`src/hdl/isa_pkg.sv`:
```
// Shared constants and binary32 rounding helper for the inverse square root pipeline.
package isa_pkg;

   localparam logic [31:0] SIGN_MASK   = 32'h8000_0000;
   localparam logic [31:0] MAG_MASK    = 32'h7fff_ffff;
   localparam logic [31:0] EXP_INF     = 32'h7f80_0000;
   localparam logic [31:0] QUIET_BIT   = 32'h0040_0000;
   localparam logic [31:0] DEFAULT_NAN = 32'hffc0_0000;
   localparam logic [31:0] MAGIC_GUESS = 32'h5f37_59df;
   localparam logic [31:0] F_HALF      = 32'h3f00_0000;
   localparam logic [31:0] F_THREEHALF = 32'h3fc0_0000;

   localparam int SIG_W = 57;   // widest significand handed to rounding
   localparam int EXP_W = 12;   // signed exponent, value = sig * 2^(e-150)

   function automatic logic fp_is_nan(input logic [31:0] v);
      return (v & MAG_MASK) > EXP_INF;
   endfunction

   function automatic logic fp_is_inf(input logic [31:0] v);
      return (v & MAG_MASK) == EXP_INF;
   endfunction

   // round sig * 2^(e-150) to binary32, nearest even; sig nonzero
   function automatic logic [31:0] fp_round(input logic sign,
                                            input logic [SIG_W-1:0] sig,
                                            input logic signed [EXP_W-1:0] e);
      logic [5:0] p;
      logic signed [EXP_W-1:0] lead;
      logic signed [EXP_W-1:0] lim;
      logic signed [EXP_W-1:0] sh;
      logic signed [EXP_W-1:0] be;
      logic [5:0] shc;
      logic [2*SIG_W-1:0] ext;
      logic [24:0] q;
      logic g;
      logic st;
      logic [31:0] r;
      p = 6'd0;
      for (int i = 0; i < SIG_W; i++) begin
         if (sig[i]) p = 6'(i);
      end
      lim  = 12'sd24 - e;
      lead = ($signed({6'd0, p}) > lim) ? $signed({6'd0, p}) : lim;
      sh   = lead - 12'sd23;
      be   = lead + e - 12'sd23;
      ext  = '0;
      if (sh <= 12'sd0) begin
         q  = 25'(sig[24:0] << 5'(-sh));
         g  = 1'b0;
         st = 1'b0;
      end else begin
         shc = (sh > 12'sd58) ? 6'd58 : 6'(sh);
         ext = {sig, {SIG_W{1'b0}}} >> shc;
         q   = 25'(ext[2*SIG_W-1:SIG_W]);
         g   = ext[SIG_W-1];
         st  = |ext[SIG_W-2:0];
      end
      q = q + 25'(g & (st | q[0]));
      if (q[24]) begin
         q  = q >> 1;
         be = be + 12'sd1;
      end
      if (q[23]) begin
         if (be >= 12'sd255) r = {sign, 8'hff, 23'd0};
         else r = {sign, be[7:0], q[22:0]};
      end else begin
         r = {sign, 8'd0, q[22:0]};
      end
      return r;
   endfunction

endpackage

```
`src/hdl/isa_fmul.sv`:
```
// Two-stage binary32 multiplier with a sideband word carried alongside.
module isa_fmul
   import isa_pkg::*;
#(
   parameter int SIDE_W = 32
) (
   input  logic              clock,
   input  logic              reset,
   input  logic              en,
   input  logic              in_valid,
   input  logic [31:0]       in_a,
   input  logic [31:0]       in_b,
   input  logic [SIDE_W-1:0] in_side,
   output logic              out_valid,
   output logic [31:0]       out_res,
   output logic [SIDE_W-1:0] out_side
);

   logic              va_ff, vb_ff;
   logic              spec_ff, spec_in;
   logic [31:0]       sval_ff, sval_in;
   logic              sign_ff, sign_in;
   logic [47:0]       prod_ff, prod_in;
   logic signed [EXP_W-1:0] e_ff, e_in;
   logic [SIDE_W-1:0] sa_ff, sb_ff;
   logic [31:0]       res_ff, res_in;

   logic [23:0] siga, sigb;
   logic [8:0]  ea, eb;

   always_comb begin
      sign_in = in_a[31] ^ in_b[31];
      siga    = {in_a[30:23] != 8'd0, in_a[22:0]};
      sigb    = {in_b[30:23] != 8'd0, in_b[22:0]};
      ea      = (in_a[30:23] == 8'd0) ? 9'd1 : {1'b0, in_a[30:23]};
      eb      = (in_b[30:23] == 8'd0) ? 9'd1 : {1'b0, in_b[30:23]};
      prod_in = siga * sigb;
      e_in    = $signed(EXP_W'(ea) + EXP_W'(eb)) - 12'sd150;
      spec_in = 1'b1;
      if (fp_is_nan(in_a)) sval_in = in_a | QUIET_BIT;
      else if (fp_is_nan(in_b)) sval_in = in_b | QUIET_BIT;
      else if (fp_is_inf(in_a) || fp_is_inf(in_b)) begin
         if ((in_a & MAG_MASK) == '0 || (in_b & MAG_MASK) == '0) sval_in = DEFAULT_NAN;
         else sval_in = {sign_in, 31'd0} | EXP_INF;
      end else if (siga == '0 || sigb == '0) sval_in = {sign_in, 31'd0};
      else begin
         spec_in = 1'b0;
         sval_in = '0;
      end
   end

   always_comb begin
      if (spec_ff) res_in = sval_ff;
      else res_in = fp_round(sign_ff, SIG_W'(prod_ff), e_ff);
   end

   always_ff @(posedge clock) begin
      if (reset) begin
         va_ff <= 1'b0;
         vb_ff <= 1'b0;
      end else if (en) begin
         va_ff <= in_valid;
         vb_ff <= va_ff;
      end
   end

   always_ff @(posedge clock) begin
      if (en) begin
         spec_ff <= spec_in;
         sval_ff <= sval_in;
         sign_ff <= sign_in;
         prod_ff <= prod_in;
         e_ff    <= e_in;
         sa_ff   <= in_side;
         res_ff  <= res_in;
         sb_ff   <= sa_ff;
      end
   end

   assign out_valid = vb_ff;
   assign out_res   = res_ff;
   assign out_side  = sb_ff;

endmodule

```
`config.mk`:
```
export PLATFORM = sky130hd
export DESIGN_NAME = isa_fmul
export DESIGN_NICKNAME = d
export VERILOG_FILES = /design/src/hdl/isa_pkg.sv /design/src/hdl/isa_fmul.sv
export SDC_FILE = /design/constraint.sdc
export NUM_CORES = 2
export LEC_CHECK = 0
export BUFFER_PORTS_ARGS = -buffer_cell sky130_fd_sc_hd__buf_4
export CAP_MARGIN = 20
export CORE_MARGIN = 5
export CORE_UTILIZATION = 59
export CTS_CLUSTER_SIZE = 24
export DETAILED_ROUTE_END_ITERATION = 6
export PLACE_DENSITY = 0.86
export SETUP_SLACK_MARGIN = 0.5
export SYNTH_ARGS = -nofsm -noshare
export SYNTH_HDL_FRONTEND = slang
export SYNTH_SLANG_ARGS = --single-unit
```
`constraint.sdc`:
```
create_clock -name clock -period 9.9 [get_ports clock]
set_clock_uncertainty 0.15 [all_clocks]
set_input_delay 2.97 -clock clock [delete_from_list [all_inputs] [get_ports clock]]
set_output_delay 2.97 -clock clock [all_outputs]
set_load 0.05 [all_outputs]
```
# After elaboration in Yosys (flattened, before gate mapping)
# Cells that the tools add are included.
totals:
  register_bits: 192
  wordCells: 119
  output_inout_bits: 65
op_classes:
  mux: 71
  n_reduce_logical: 14
  n_lt_le_gt_ge: 6
  n_addsub: 9
  mul: 1
  shift: 2
  eq_ne: 2
  bitwise: 3
ops:
  columns: ["cell", "n"]
  rows:
  - ["$mux W6", 48]
  - ["$mux W32", 6]
  - ["$shr A105 B6 Y82", 1]
  - ["$logic_not A32 Y1", 2]
  - ["$eq A31 B31 Y1 const B", 2]
  - ["$gt A31 B31 Y1 const B", 2]
  - ["$mux W31", 2]
  - ["$reduce_or A56 Y1", 1]
  - ["$mux W25", 2]
  - ["$logic_not A24 Y1", 2]
  - ["$mul A24 B24 Y48", 1]
  - ["$mux W24", 2]
  - ["$mux W12", 3]
  - ["$add A25 B1 Y25", 1]
  - ["$shl A25 B5 Y25", 1]
  - ["$sub A12 B6 Y12 const B", 2]
  - ["$logic_not A8 Y1", 2]
  - ["$mux W8", 2]
  - ["$reduce_bool A8 Y1", 2]
  - ["$add A12 B12 Y12", 1]
  - ["$add A12 B2 Y12 const B", 1]
  - ["$ge A12 B9 Y1 const B", 1]
  - ["$gt A12 B7 Y1 const B", 1]
  - ["$gt A7 B12 Y1", 1]
  - ["other kinds (12)", 19]

# Depth between registers and ports, before layout
depth:
  word_depth: 66
  ltp_mapped: 48

# Worst setup path after synthesis
# No wires, ideal clock.
synth_path:
  path_type: "register to register"
  from: "register prod_ff[1]"
  to: "register res_ff[14] (netlist: out_res[14]), data pin"
  arrival_ps: 10432
  t_required_ps: 9495
  slack_ps: -936
  path_stages_with_launch: 48
  synth_period_minus_slack_ps: 10836
  cell_sequence: "edfxtp_1 clkbuf_1 nor2b_1 nor3_1 o311ai_0 a211oi_1 o31ai_1 nand2_1 ha_1 nand2b_1 a21oi_1 o221ai_2 o31ai_4 buf_2 nand2_1 o21ai_2 clkbuf_1 clkbuf_1 (+12 left out) buf_1 buf_1 nor2_1 a221oi_1 o21ai_0 a211oi_1 inv_1 ha_1 inv_1 or4b_1 buf_2 and4bb_1 buf_4 xnor2_2 mux2i_1 o2111ai_2 buf_4 and2_1"
synth_between:
  elab_chain_len: 66
  word_cells_on_any_way: 78
  cone_classes: "6 x add/sub; 4 x order compare; 2 x shift; 63 x mux; 2 x bitwise; 1 x reduce/logical"
synth_lines:
  columns: ["item", "line", "rtl"]
  rows:
  - ["start: declaration", "isa_fmul.sv:23", "logic [47:0] prod_ff, prod_in;"]
  - ["start signal: assignment", "isa_fmul.sv:72", "prod_ff <= prod_in;"]
  - ["$mux W1", "isa_pkg.sv:41", "if (sig[i]) p = 6'(i);"]
  - ["$mux W6 (46 in series)", "isa_pkg.sv:41", null]
  - ["$mux W6", "isa_fmul.sv:53", "if (spec_ff) res_in = sval_ff;"]
  - ["$gt A7 B12 Y1", "isa_pkg.sv:44", "lead = ($signed({6'd0, p}) > lim) ? $signed({6'd0, p}) : lim;"]
  - ["$mux W12", "isa_pkg.sv:44", null]
  - ["$sub A12 B6 Y12", "isa_pkg.sv:45", "sh = lead - 12'sd23;"]
  - ["$gt A12 B7 Y1", "isa_pkg.sv:53", "shc = (sh > 12'sd58) ? 6'd58 : 6'(sh);"]
  - ["$mux W6", "isa_pkg.sv:53", null]
  - ["(+6 left out)", null, null]
  - ["$add A25 B1 Y25", "isa_pkg.sv:59", "q = q + 25'(g & (st | q[0]));"]
  - ["$mux W12", "isa_pkg.sv:60", "if (q[24]) begin"]
  - ["$mux W12", "isa_fmul.sv:53", null]
  - ["$ge A12 B9 Y1", "isa_pkg.sv:65", "if (be >= 12'sd255) r = {sign, 8'hff, 23'd0};"]
  - ["$mux W31", "isa_pkg.sv:65", null]
  - ["$mux W31 (*)", "isa_pkg.sv:64", "if (q[23]) begin"]
  - ["$mux W32 (*)", "isa_fmul.sv:53", null]
  - ["named net res_in[14]", "isa_fmul.sv:26", "logic [31:0] res_ff, res_in;"]
  - ["end signal: assignment", "isa_fmul.sv:75", "res_ff <= res_in;"]
  - ["end: declaration", "isa_fmul.sv:26", null]
# Mark *: on every way through the listed nets, which the timed path passes. The rest lies on a longest branch. The select of a mux whose other input is x is not followed.
# A chain may end at the register's enable or synchronous reset.

# Final worst setup path
layout_path:
  from: "input port in_b[0]"
  to: "register prod_ff[44], data pin"
layout_between:
  elab_chain_len: 1
layout_lines:
  columns: ["item", "line", "rtl"]
  rows:
  - ["start: declaration", "isa_fmul.sv:12", "input logic [31:0] in_b,"]
  - ["$mul A24 B24 Y48", "isa_fmul.sv:37", "prod_in = siga * sigb;"]
  - ["named net prod_in[44]", "isa_fmul.sv:23", null]
# The timed path passes the listed nets, and every way through them passes these cells.

==> impl_results.md <==
- Status: complete, but fails checks
- Failing checks: DRC
- GRT met1 Usage: 0.485
- Clk slew on worst S/H paths: 0.09 ns
- Synthesized Nets: between 4k and 5k
- Number of library cell types mapped by synthesis: 117
- I/O pin count: 165
- Vert. Die Dim: 256 um
- Worst Path Max Fanout: 7
- Root buf cell: clkbuf_16
- Fin. Hold Viols: 0
- Crit path max-delay cell type: fa_1
- Max incr delay on CP: 0.60 ns
- Seq cells post-synth: 190
- Critical Path AT: 9.83 ns
- Simple-gate share of the synthesized area: 0.178
- Slew Limit Headroom: 0.184
- Synth top area share: 0.272
- FFs w/ async S/R, synth: 0
- Dpl hpwl: 103 mm
- GR peak layer: met2
- Grt met2 use: 0.620
- Unrepaired setup endpoints after global routing: true
- Via count: about 35k
- Worst Tran Pin Value: 1.22 ns
- Critical Setup Path Class: input port to register
- Type of origin of the critical path: input port
- Main combinational cell family by area after synthesis: adder cells
- Critical path startpoint: in_b[0]
- Detail Route Antenna Nets: 0
- Non-filler cells, final: roughly 5.3k
- FF-to-FF setup slack: 0.39 ns
- DIE AREA: 0.0655 mm^2
- Most used DFF post-synth: edfxtp_1
- DRT Wirelength: ~140 mm
- Largest net degree at the start of global routing: 110
- Fin nets: approximately 5.3k
- GP Congestion: 1.07
- Post-synthesis mux area share: 0.0651
- XOR/XNOR Fraction of Synth Area: 0.0254
- Final worst path period share: 0.986
- Cts hold-fix bufs: 0
- 1st-iter DRT viols: 4564
- Std cell rows: 90
- Max cap viols: 0
- Syn Inst Count: 4018
- Post-synthesis compound-gate area fraction: 0.130
- Detailed Routing Iterations Pass 1: 7
- M3 GR Usage: 0.104
- Worst Path Required: 9.97 ns
- Crit path time final: 9.76 ns
- Routed len/inst: 26.0 um
- CTS max path bufs: 2
- Synth Area in Adders: 0.348
- Core Region: 0.0601 mm^2
- Max-slew violations: 0
- Gr usage total: 0.390
- Yosys warning total: 0
- Synth top area cells: fa_1, edfxtp_1, ha_1
- Most frequent CP cell: fa_1
- Latest clock arrival within the worst-skew pair: ~0.47 ns
- H-tree levels: 4
- HP Start: sa_ff[27]
- Mapped Avg Cell Area: slightly below 9 um^2
- Post-synthesis sequential area ratio: 0.159
- Initial Util: 0.593
- First-pass GRT wire length: 200 mm
- DP Cell Count: between 5k and 6k
- Die width: 256 um
- Setup-failing EPs final: 0
- GRT overflow: 0
- EDFF count, synth: 188
- Nature of the critical path endpoint: register
- Hold Path Class: register to register
- PortBufs: about 160
- Mapped cell area: between 0.03 and 0.04 mm^2
- F_max: 102 MHz
- Worst R2R Start: prod_ff[30]
- Via density: 6.55
- Layout cells sized above 1: 0.239
- Total CTS buffers: 17
- Vias in the first global route: approximately 34k
- Synth-to-layout area growth: 21.3%
- Dominant cell type by area after synthesis: fa_1
- DRC Markers: 4
- CTS Sinks: 190
- TritonCTS clock tree: done
- Initial antenna violation count: 6
==> per-stage QoR <==
stage | TNS (ns) | hold WS (ns) | setup slack, ns | util | instance area (um^2)
floorplan | 0 | 0.250 | 0.233 | - | 36100
global placement | -0.0124 | 0.250 | -0.0124 | 0.673 | 40500
detailed placement | -0.601 | 0.255 | -0.195 | 0.673 | 40500
CTS | 0 | 0.266 | 0.476 | 0.700 | 42100
global route | 0 | 0.280 | 0.0175 | 0.719 | 43300
finish | 0 | 0.264 | 0.137 | 0.719 | 43300
==> synth_stat cells, drive strengths merged, types with 19 or more instances <==
cell type and count:
nor4 44, mux2 33, mux2i 141, nand3 61
a21o 27, a31oi 37, o21bai 19, nand4 35
a21oi 147, o211ai 49, mux4 23, o21ai 123
edfxtp 188, and2 244, nand2b 22, clkbuf 232
o211a 20, xor2 27, nor2 145, xnor2 73
o22ai 20, a211oi 33, fa 485, buf 56
nand2 594, ha 217, inv 569, nor3 61
==> sequential cells by signal, indices dropped and copies added, names as in the netlist <==
register,count
prod_ff,48
sign_ff,1
out_side,32
sa_ff,32
e_ff,10
sval_ff,32
va_ff,1
out_res,32
out_valid,1
spec_ff,1
==> layer usage <==
metal	part of all wire	wire, um	vias up
li1	-	-	14357
met1	0.34	46600	16474
met2	0.44	60800	2918
met3	0.13	18300	853
met4	0.085	11700	8
met5	0.00046	63	-
==> kinds of logic after synthesis <==
family | after synthesis
AO/OA/AOI/OAI | 662
AND/OR/NAND/NOR | 1308
multiplexers | 197
XOR/XNOR | 101
flip-flops | 190
adder cells (fa/ha/maj) | 702
buffers and inverters | 858
==> layout by cell type, fill, tap and decap left out, drive strengths merged, types with 73 or more instances in the layout <==
cell	instances
ha	217
nor2	145
xnor2	73
fa	485
a21oi	147
nand2	594
inv	579
mux2i	141
o21ai	123
and2	244
edfxtp	188
buf	737
==> area by class of cell <==
type | count | area (um^2)
tap | 782 | 978
clock buffer | 17 | 425
sequential | 190 | 5690
antenna | 1 | 2.50
multi-input combinational | 2970 | 27800
timing repair buffer | 740 | 6030
inverter | 570 | 2150
clock inverter | 15 | 213
fill | 4061 | 16900
==> final timing paths <==
path                        to  cells after the start
setup / recovery   prod_ff[44]                     29
hold / removal    out_side[27]                      0
setup reg to reg   out_res[12]                     38
hold reg to reg   out_side[27]                      0
==> repair_timing <==
action,CTS,global route
setup endpoints to repair,38,46
resized for setup,109,158
buffers inserted,47,69
pin swaps,73,98
cloned,4,2
endpoints found under the hold margin,0,0
==> critical path, delay by kind of cell <==
family	cells	cell delay, ns
buf+inv	6	0.56
compound gates	9	1.43
fa+ha+maj	8	3.67
simple gates	5	1.10
xor+xnor	1	0.10
Power is not shown: default switching activity piles up to over one toggle a cycle in this logic, so the estimate is an artifact.
